<file path="src/hw/rtl/h2r_pkg.sv">
// ---------------------------------------------------------------------------
// HSV to RGB converter package
// Widths, hue sector codes and the exact divide-by-255 helper.
// ---------------------------------------------------------------------------
`timescale 1ns / 1ps

package h2r_pkg;

  localparam int unsigned PIX_W  = 8;
  localparam int unsigned DATA_W = 3 * PIX_W;

  typedef enum logic [2:0] {
    SEC_0,
    SEC_1,
    SEC_2,
    SEC_3,
    SEC_4,
    SEC_5
  } sector_e;

  // floor(x / 255) for x below 65792: x = 255*hi + (hi + lo)
  function automatic logic [8:0] div255(input logic [16:0] x);
    logic [8:0] th;
    logic [9:0] u;
    logic [8:0] c;
    th = x[16:8];
    u  = {1'b0, th} + {2'b00, x[7:0]};
    if (u >= 10'd510) begin
      c = 9'd2;
    end else if (u >= 10'd255) begin
      c = 9'd1;
    end else begin
      c = 9'd0;
    end
    return th + c;
  endfunction

endpackage

</file>
<file path="src/hw/rtl/hsv_to_rgb_pixel_converter.sv">
// ---------------------------------------------------------------------------
// HSV to RGB pixel converter
// Five-stage pipeline turning one 8-bit HSV pixel into one 8-bit RGB pixel.
// ---------------------------------------------------------------------------
// Usage:
//   Input stream s_*: one HSV pixel per request, tdata = {brightness,
//   saturation, hue}. Output stream m_*: one RGB pixel per request,
//   tdata = {blue, green, red}. Every input request yields exactly one
//   output request, in order.
//   Path: a request accepted on s_* passes five register stages (sector
//   split, two 8x8 products, 8x16 product, first and second divide by
//   255 with the channel select) before it is offered on m_*; a stall on
//   m_* can hold it in any stage.
//   Throughput: one pixel per clock when not stalled; each stage holds one pixel.
//   Stall: when m_tready_i is low, stages fill up from the output end;
//   s_tready_o drops only when all five stages hold a pixel.
//   Reset: all stages empty, m_tvalid_o low; data registers not reset.
// ---------------------------------------------------------------------------
`timescale 1ns / 1ps

module hsv_to_rgb_pixel_converter
  import h2r_pkg::*;
(
  input  logic              clk_i,
  input  logic              rst_ni,
  input  logic              s_tvalid_i,
  output logic              s_tready_o,
  input  logic [DATA_W-1:0] s_tdata_i,   // hue, saturation, brightness
  output logic              m_tvalid_o,
  input  logic              m_tready_i,
  output logic [DATA_W-1:0] m_tdata_o    // red, green, blue
);

  localparam int unsigned NSTG = 5;

  logic [NSTG-1:0] vld_q, vld_d;
  logic [NSTG-1:0] rdy;
  logic [NSTG-1:0] ld;

  always_comb begin
    rdy[NSTG-1] = !vld_q[NSTG-1] || m_tready_i;
    for (int k = NSTG - 2; k >= 0; k--) begin
      rdy[k] = !vld_q[k] || rdy[k+1];
    end
    ld[0] = rdy[0] && s_tvalid_i;
    for (int k = 1; k < NSTG; k++) begin
      ld[k] = rdy[k] && vld_q[k-1];
    end
    vld_d[0] = rdy[0] ? s_tvalid_i : vld_q[0];
    for (int k = 1; k < NSTG; k++) begin
      vld_d[k] = rdy[k] ? vld_q[k-1] : vld_q[k];
    end
  end

  always_ff @(posedge clk_i or negedge rst_ni) begin
    if (!rst_ni) begin
      vld_q <= '0;
    end else begin
      vld_q <= vld_d;
    end
  end

  assign s_tready_o = rdy[0];
  assign m_tvalid_o = vld_q[NSTG-1];

  // stage 1: hue sector and fraction
  logic [PIX_W-1:0] hue, sat_in, val_in;
  logic [10:0]      six_h, base, diff;
  logic [PIX_W-1:0] frac;
  sector_e          sec_d;
  logic [PIX_W-1:0] g_d;

  assign hue    = s_tdata_i[PIX_W-1:0];
  assign sat_in = s_tdata_i[2*PIX_W-1:PIX_W];
  assign val_in = s_tdata_i[3*PIX_W-1:2*PIX_W];
  assign six_h  = {1'b0, hue, 2'b00} + {2'b00, hue, 1'b0};

  always_comb begin
    if (six_h >= 11'd1530) begin
      sec_d = SEC_0;
      base  = 11'd1530;
    end else if (six_h >= 11'd1275) begin
      sec_d = SEC_5;
      base  = 11'd1275;
    end else if (six_h >= 11'd1020) begin
      sec_d = SEC_4;
      base  = 11'd1020;
    end else if (six_h >= 11'd765) begin
      sec_d = SEC_3;
      base  = 11'd765;
    end else if (six_h >= 11'd510) begin
      sec_d = SEC_2;
      base  = 11'd510;
    end else if (six_h >= 11'd255) begin
      sec_d = SEC_1;
      base  = 11'd255;
    end else begin
      sec_d = SEC_0;
      base  = 11'd0;
    end
    diff = six_h - base;
    frac = diff[PIX_W-1:0];
    g_d  = (sec_d == SEC_1 || sec_d == SEC_3 || sec_d == SEC_5) ? ~frac : frac;
  end

  sector_e          sec1_q;
  logic [PIX_W-1:0] g1_q, s1_q, v1_q;

  always_ff @(posedge clk_i) begin
    if (ld[0]) begin
      sec1_q <= sec_d;
      g1_q   <= g_d;
      s1_q   <= sat_in;
      v1_q   <= val_in;
    end
  end

  // stage 2: s*(255-g) and v*(255-s)
  logic [15:0] w_d, p_d;
  assign w_d = {8'b0, s1_q} * {8'b0, ~g1_q};
  assign p_d = {8'b0, v1_q} * {8'b0, ~s1_q};

  sector_e          sec2_q;
  logic [15:0]      w2_q, p2_q;
  logic [PIX_W-1:0] v2_q;

  always_ff @(posedge clk_i) begin
    if (ld[1]) begin
      sec2_q <= sec1_q;
      w2_q   <= w_d;
      p2_q   <= p_d;
      v2_q   <= v1_q;
    end
  end

  // stage 3: v*(65025-w) and low level
  logic [15:0] dif_d;
  logic [23:0] y_d;
  logic [8:0]  low9;
  assign dif_d = 16'd65025 - w2_q;
  assign y_d   = {16'b0, v2_q} * {8'b0, dif_d};
  assign low9  = div255({1'b0, p2_q});

  sector_e          sec3_q;
  logic [23:0]      y3_q;
  logic [PIX_W-1:0] low3_q, v3_q;

  always_ff @(posedge clk_i) begin
    if (ld[2]) begin
      sec3_q <= sec2_q;
      y3_q   <= y_d;
      low3_q <= low9[PIX_W-1:0];
      v3_q   <= v2_q;
    end
  end

  // stage 4: first divide by 255, using 65536 = 255*257 + 1
  logic [16:0] fold, hi257, q1full;
  logic [8:0]  qlo;
  assign fold   = {9'b0, y3_q[23:16]} + {1'b0, y3_q[15:0]};
  assign hi257  = {1'b0, y3_q[23:16], 8'b0} + {9'b0, y3_q[23:16]};
  assign qlo    = div255(fold);
  assign q1full = hi257 + {8'b0, qlo};

  sector_e          sec4_q;
  logic [15:0]      q4_q;
  logic [PIX_W-1:0] low4_q, v4_q;

  always_ff @(posedge clk_i) begin
    if (ld[3]) begin
      sec4_q <= sec3_q;
      q4_q   <= q1full[15:0];
      low4_q <= low3_q;
      v4_q   <= v3_q;
    end
  end

  // stage 5: second divide by 255 and channel select
  logic [8:0]       mid9;
  logic [PIX_W-1:0] mid, r_d, gr_d, b_d;
  assign mid9 = div255({1'b0, q4_q});
  assign mid  = mid9[PIX_W-1:0];

  always_comb begin
    case (sec4_q)
      SEC_0: begin
        r_d = v4_q;   gr_d = mid;    b_d = low4_q;
      end
      SEC_1: begin
        r_d = mid;    gr_d = v4_q;   b_d = low4_q;
      end
      SEC_2: begin
        r_d = low4_q; gr_d = v4_q;   b_d = mid;
      end
      SEC_3: begin
        r_d = low4_q; gr_d = mid;    b_d = v4_q;
      end
      SEC_4: begin
        r_d = mid;    gr_d = low4_q; b_d = v4_q;
      end
      default: begin
        r_d = v4_q;   gr_d = low4_q; b_d = mid;
      end
    endcase
  end

  logic [DATA_W-1:0] out_q;

  always_ff @(posedge clk_i) begin
    if (ld[4]) begin
      out_q <= {b_d, gr_d, r_d};
    end
  end

  assign m_tdata_o = out_q;

endmodule

</file>
<file path="config.mk">
export PLATFORM = sky130hd
export DESIGN_NAME = hsv_to_rgb_pixel_converter
export DESIGN_NICKNAME = d
export VERILOG_FILES = /design/src/hw/rtl/h2r_pkg.sv /design/src/hw/rtl/hsv_to_rgb_pixel_converter.sv
export SDC_FILE = /design/constraint.sdc
export NUM_CORES = 1
export LEC_CHECK = 0
export ABC_AREA = 1
export BUFFER_PORTS_ARGS = -buffer_cell sky130_fd_sc_hd__buf_2
export CAP_MARGIN = 20
export CELL_PAD_IN_SITES_DETAIL_PLACEMENT = 0
export CELL_PAD_IN_SITES_GLOBAL_PLACEMENT = 1
export CORE_MARGIN = 1
export CORE_UTILIZATION = 54
export CTS_CLUSTER_DIAMETER = 80
export DETAILED_ROUTE_END_ITERATION = 10
export GPL_ROUTABILITY_DRIVEN = 0
export GPL_TIMING_DRIVEN = 0
export PLACE_DENSITY = 0.95
export RECOVER_POWER = 25
export SETUP_SLACK_MARGIN = 0.05
export SYNTH_ARGS = -nofsm -noshare
export SYNTH_HDL_FRONTEND = slang
export SYNTH_SLANG_ARGS = --single-unit
</file>
<file path="constraint.sdc">
create_clock -name clk_i -period 13.5 [get_ports clk_i]
set_clock_uncertainty 0.1 [all_clocks]
set_input_delay 4.05 -clock clk_i [delete_from_list [all_inputs] [get_ports clk_i]]
set_output_delay 4.05 -clock clk_i [all_outputs]
set_load 0.005 [all_outputs]
</file>
==> metrics, run 1 <==
vias approximately 13000; Post-Synthesis Cells about 1900; CTS clk-pin slew, worst paths ~80 ps; worst setup margin 3988 ps; Slew Viols, Final 0; synth warn 0; worst stage delay on the critical path 220 ps; Clock Tree Buf Depth 2; ys flop type edfxtp_1; CP Capture Type primary output; post-synthesis sequential area ratio 0.3061; CTS tree built; WP buf/inv 7; hold path startpoint low3_q[1]; CORE AREA between 0.03 and 0.04 mm²; worst hold endpoint low4_q[1]; htree depth 4; Post-synth EDFFs between 150 and 200; final hold vios 0; number of global-route vias before repair 12870; routed len/inst approximately 15 µm; HP Class reg2reg; r2r setup slk ~6600 ps; FILL cells about 2700; grt total ovfl 0; R2R Path Start y3_q[16]; Routed WL 34990 µm; Synth Area in Adders 0.3239; die extent in x 180.9 µm; post-synthesis xor/xnor area fraction 0.05373; Non-Filler Instances around 2400; Root Buffer Master clkbuf_16; relative slew slack 0.5094; area of the multi-input gates between 0.01 and 0.015 mm²; drt drc 0; total placed cells including tap cells around 2400; TritonRoute pass-1 iters 5; kind of critical path in2out; RSZ-0062 raised after global routing false; PortBufs 53; Layout area overhead 8.667%; initial antenna violation count 0; Post-DP HPWL roughly 29000 µm; crit path launch type primary input; synth unique cells 44; row count 65; die span in y between 150 and 200 µm; Avg Inst Size Synth ~9 µm²; # clock sinks around 180; post-CTS setup buffers 0; largest fanout on the critical path 3; actual slew at the worst max-slew pin 733.4 ps; first-pass GRT wire length ~60000 µm; largest family of logic cells by synthesized area adder cells; most frequent cells in the layout inv_1 (421), nand2_1 (365), nor2_1 (193), ha_1 (185), edfxtp_1 (172); register area 0.005290 mm²; Hold Buf Count CTS 0; pre-CTS worst setup slack ~4000 ps; # diodes 0; largest net degree at the start of global routing 35; starting density of the core 0.5476; GRT Total Usage 0.2267; worst path cell trace buf_2, nor2_1, inv_1, nor2_1, inv_1, nor2_1, inv_1, nor2_1, inv_1, nor2_1, inv_1, buf_2; fmax between 100 and 150 MHz; Worst Reg-to-Reg Cells between 40 and 50; simple-gate share of the synthesized area 0.1655; Crit Reg-Reg Endpoint q4_q[15]; Setup Viol. Count Final 0; post-route ant nets 0; Vias/cell approximately 5.3; cts repair resizes 0; CP max-delay cell nor2_1; Syn Std Cell Area ~0.017 mm²; I/O Pins 54; final clock period utilization by the worst path 0.7046; number of max-cap violations 0; status finished clean; commonest non-fill, non-tap cell in the layout inv_1; Syn Nets ~2300; Hold Path Stages 0; Synth Area in Compound Gates 0.05380; post-synthesis mux area share 0; Clk Latency, worst-skew pair 450 ps; Post-synth ARST share 0.02825; Worst EP required 9350 ps; CP Data Arrival Time 5360 ps; Tmin final 9512 ps; Layout Nets ~2400; register bit total from synthesis around 180; CP top delay family simple AND/OR/NAND/NOR gates; TNS Setup 0 ps; layout cell share with drive strength beyond 1 0.06325; Num CTS Buffers 17; Die Area around 0.033 mm²; Starting DRT DRC Count 770
[cell type report]
class,instances,area share
multi-input combinational,1296,0.5502
sequential,177,0.2817
inverter,424,0.08476
tap,402,0.02679
clock buffer,17,0.02265
timing repair buffer,58,0.01966
clock inverter,15,0.009995
buffer,21,0.004198
[how the worst max path moves through the flow]
stage                     from    endpoint  slack, ps  cells after the start
floorplan           m_tready_i  s_tready_o       4520                     10
detailed placement  m_tready_i  s_tready_o       3990                     12
global route        m_tready_i  s_tready_o       3760                     12
finish              m_tready_i  s_tready_o       3990                     12
global placement    m_tready_i  s_tready_o       4230                     12
CTS                 m_tready_i  s_tready_o       3980                     12
[per-layer routing]
metal,GRT usage,up-vias,wire length (µm)
li1,-,6178,-
met1,0.2802,6044,15100
met2,0.3989,379,17210
met3,0.03427,90,1614
met4,0.08752,0,1066
met5,0,-,0
[flip-flops by register name (all words and copies together), names as in the netlist, 16 cells and up]
register   cells
w2_q          16
y3_q          24
p2_q          16
m_tdata_o     24
q4_q          16
[worst reg2reg max path, delay by kind of cell (launching register included)]
| family | cells | cell delay [ps] |
|---|---|---|
| adders and majority gates | 5 | 1580 |
| buffers and inverters | 4 | 260 |
| DFF | 1 | 470 |
| and+or+nand+nor | 24 | 2870 |
| AOI/OAI and AO/OA | 6 | 1100 |
| xor gates and xnor gates | 2 | 310 |
[kinds of logic after synthesis]
| family | count (synthesis) |
|---|---|
| flops | 177 |
| other cells | 1 |
| compound gates | 158 |
| fa+ha+maj | 349 |
| buf+inv | 445 |
| simple gates | 682 |
| xor+xnor | 106 |
[synthesized netlist by cell type (7+ instances only)]
master    number  area (µm²)
nor3_1        11       55.05
xnor2_1       34       297.8
o21ai_1        7       35.03
nand2_2        9       56.30
inv_1        421        1580
nand2_1      365        1370
edfxtp_1     172        5165
o21ai_0       28       140.1
o21bai_1      10       75.07
a21oi_1       80       400.4
xor2_1        72       630.6
nand4_1       13       81.33
clkbuf_1      21       78.83
nor2_1       196       735.7
fa_1         164        3283
nand3_1       50       250.2
ha_1         185        2315
nand3b_1       7       52.55
nand3_2        8       80.08
o221ai_1      15       131.4
[stage by stage]
step | util | area [µm²] | hold WS [ps]
after CTS | 0.5951 | 18780 | 316.0
after global placement | 0.5720 | 18050 | 300.4
after floorplan | - | 17280 | 300.3
final | 0.5951 | 18780 | 313.0
after global routing | 0.5951 | 18780 | 314.8
after detailed placement | 0.5757 | 18170 | 304.5
Power of run 1 is not shown: default switching activity piles up to over one toggle a cycle in this logic, so the estimate is an artifact.
==> inputs of run 2 (changes only) <==
Settings changed: ABC_AREA 1 to 0, CORE_UTILIZATION 54 to 47, PLACE_DENSITY 0.95 to 0.88.
Clock period 13.5 ns to 8.4 ns, I/O delays scaled along.
==> run 2 against run 1 <==
Net effect:
- utilization fell by 6.9 points
- clock-buffer cell count is the same
- non-clock buffer count grew 15
- hold slack better by 6.9 ps
- first-iteration DRC count is 15% lower
- cell count down 3.6%
- final area rose by 3.5%
- area after synthesis increased by 2.9%
- register-to-register slack worse by 6100 ps
- global-route usage shrank 3.3 points
- synthesized cell count down 9.9%
- flip-flop and latch count unchanged
==> metrics, run 2 <==
status finished clean; Post-synth EDFFs 172 (unchanged); CP top delay family compound AO/OA/AOI/OAI gates; commonest non-fill, non-tap cell in the layout inv_1; Synth Area in Adders 0.3153 (-0.008622); HP Class reg2reg; PortBufs 53 (unchanged); register bit total from synthesis 177 (unchanged); synth unique cells 81 (+84%); synth warn 0 (unchanged); layout cell share with drive strength beyond 1 0.06593 (+0.002687); fmax about 130 MHz; first-pass GRT wire length 60300 µm (+1.5%); CP max-delay cell edfxtp_1; largest family of logic cells by synthesized area adder cells; Num CTS Buffers 17 (unchanged); relative slew slack 0.2740 (-0.2354); actual slew at the worst max-slew pin 1089 ps (+355.6 ps); largest net degree at the start of global routing 44 (+26%); Routed WL 36170 µm (+3.4%); Synth area leader edfxtp_1; Vias/cell 5.340 (+1.4%); starting density of the core 0.4812 (-0.06644); most common cell in the netlist inv_1; TNS Setup 0 ps (unchanged); number of global-route vias before repair 12500 (-2.9%); Post-synth ARST share 0.02825 (unchanged); routed len/inst 15.56 µm (+7.2%); die extent in x 196.5 µm (+8.6%); pre-CTS worst setup slack 153.8 ps (-3832 ps); simple-gate share of the synthesized area 0.1580 (-0.007507); Hold Buf Count CTS 0 (unchanged); Clk Latency, worst-skew pair 450 ps (about the same); I/O Pins 54 (unchanged); CP Data Arrival Time 7970 ps (+2610 ps); cell repeated most along the worst path ha_1; most frequent cells in the layout inv_1 (225), ha_1 (185), edfxtp_1 (172), fa_1 (164), nand2_1 (119); kind of critical path reg2reg; grt total ovfl 0 (unchanged); Worst EP required 8500 ps (-850 ps); Layout area overhead 9.230%; Clock Tree Buf Depth 2 (unchanged); Setup Viol. Count Final 0 (unchanged); WP buf/inv 2 (-5); initial antenna violation count 0 (unchanged); row count 70 (+7.7%); post-synth top area share 0.2904 (-0.008474); crit path launch type flop; worst setup margin 524.3 ps (-3463 ps); die span in y 196.5 µm (+8.6%); htree depth 4 (unchanged); CTS tree built; CP Depth 33 (+21); DP Area 0.01878 mm² (+3.4%); post-route ant nets 0 (unchanged); Hold Path Stages 0 (unchanged); CORE AREA 0.03696 mm² (+17%); CTS clk-pin slew, worst paths 80 ps (about the same); vias 12410 (-2.2%); ys flop type edfxtp_1; Avg Inst Size Synth 10.29 µm² (+14%); largest fanout on the critical path 8 (+5); GRT Total Usage 0.1940 (-0.03272); Post-DP HPWL 28530 µm (-0.34%); top post-synthesis cells by area edfxtp_1 (29%), fa_1 (18%), ha_1 (13%); # diodes 0 (unchanged); Worst Reg-to-Reg Cells 33 (-20%); Starting DRT DRC Count 655 (-15%); TritonRoute pass-1 iters 5 (unchanged); drt drc 0 (unchanged); Tmin final slightly below 8000 ps; Post-Synthesis Cells 1729 (-9.9%); final clock period utilization by the worst path 0.9376; # clock sinks 177 (unchanged); final hold vios 0 (unchanged); Slew Viols, Final 0 (unchanged); RSZ-0062 raised after global routing false; Die Area 0.03862 mm² (+18%); number of max-cap violations 0 (unchanged); worst hold slack 319.9 ps (+6.907 ps); CP Capture Type flop; Syn Std Cell Area 0.01778 mm² (+2.9%); Root Buffer Master clkbuf_16; Final Cell Area 0.01943 mm² (+3.5%); post-synthesis mux area share 0.003940 (+0.003940); Syn Nets 2106 (-8.2%); post-synthesis sequential area ratio 0.2975 (-0.008680); most instantiated cells after synthesis inv_1 (225), ha_1 (185), edfxtp_1 (172); worst stage delay on the critical path 450 ps (+230 ps); post-synthesis xor/xnor area fraction 0.06409 (+0.01037); Layout Nets 2184 (-7.9%); Synth Area in Compound Gates 0.1054 (+0.05159)
## run 2: final cells by class
cell class	count	area [µm²]
Inverter	226	848.3
Tap cell	504	630.6
Fill cell	3272	17530
Clock buffer	17	425.4
Multi-Input combinational cell	1291	11530
Timing Repair Buffer	59	356.6
Clock inverter	15	209.0
Buffer	35	140.1
Sequential cell	177	5290
## run 2: worst register-to-register path, delay by kind of cell, from the launching register on
family | cells | cell delay [ps]
adders and majority gates | 7 | 2020
buffers and inverters | 2 | 260
xor gates and xnor gates | 4 | 610
DFF | 1 | 450
AOI/OAI and AO/OA | 12 | 2580
and+or+nand+nor | 8 | 1620
## run 2: kinds of logic after synthesis
group / count (synthesis)
other: 1
flip-flops: 177
AND/OR/NAND/NOR: 528
AO/OA/AOI/OAI: 277
multiplexers: 7
adder cells (fa/ha/maj): 350
buffers and inverters: 261
XOR/XNOR: 128
## run 2: final timing paths
check,startpoint,end,slack [ps]
max,y3_q[16],q4_q[15],520
min,v3_q[1],v4_q[1],320
max reg2reg,y3_q[16],q4_q[15],520
min reg2reg,v3_q[1],v4_q[1],320
max in group asynchronous,rst_ni,vld_q[2],6190
min in group asynchronous,rst_ni,vld_q[4],1800
## run 2: metal layers
layer  track usage  vias up  wire length [µm]
li1              -     5989                 -
met1        0.2499     6085             16090
met2        0.3367      291             18000
met3       0.03080       45              1437
met4       0.05469        0               640
met5             0        -                 0
## run 2: repair_timing
item,4_1_cts,5_1_grt
buffers inserted,0,2
setup endpoints to repair,0,7
endpoints found under the hold margin,0,0
gates resized for setup,0,4
## run 2: metrics by stage
stage	utilization	cells
CTS	0.5252	2322
global route	0.5256	2324
floorplan	-	1729
finish	0.5256	2324
global placement	0.5054	2286
detailed placement	0.5080	2290
Power of run 2 is left out for the same reason.
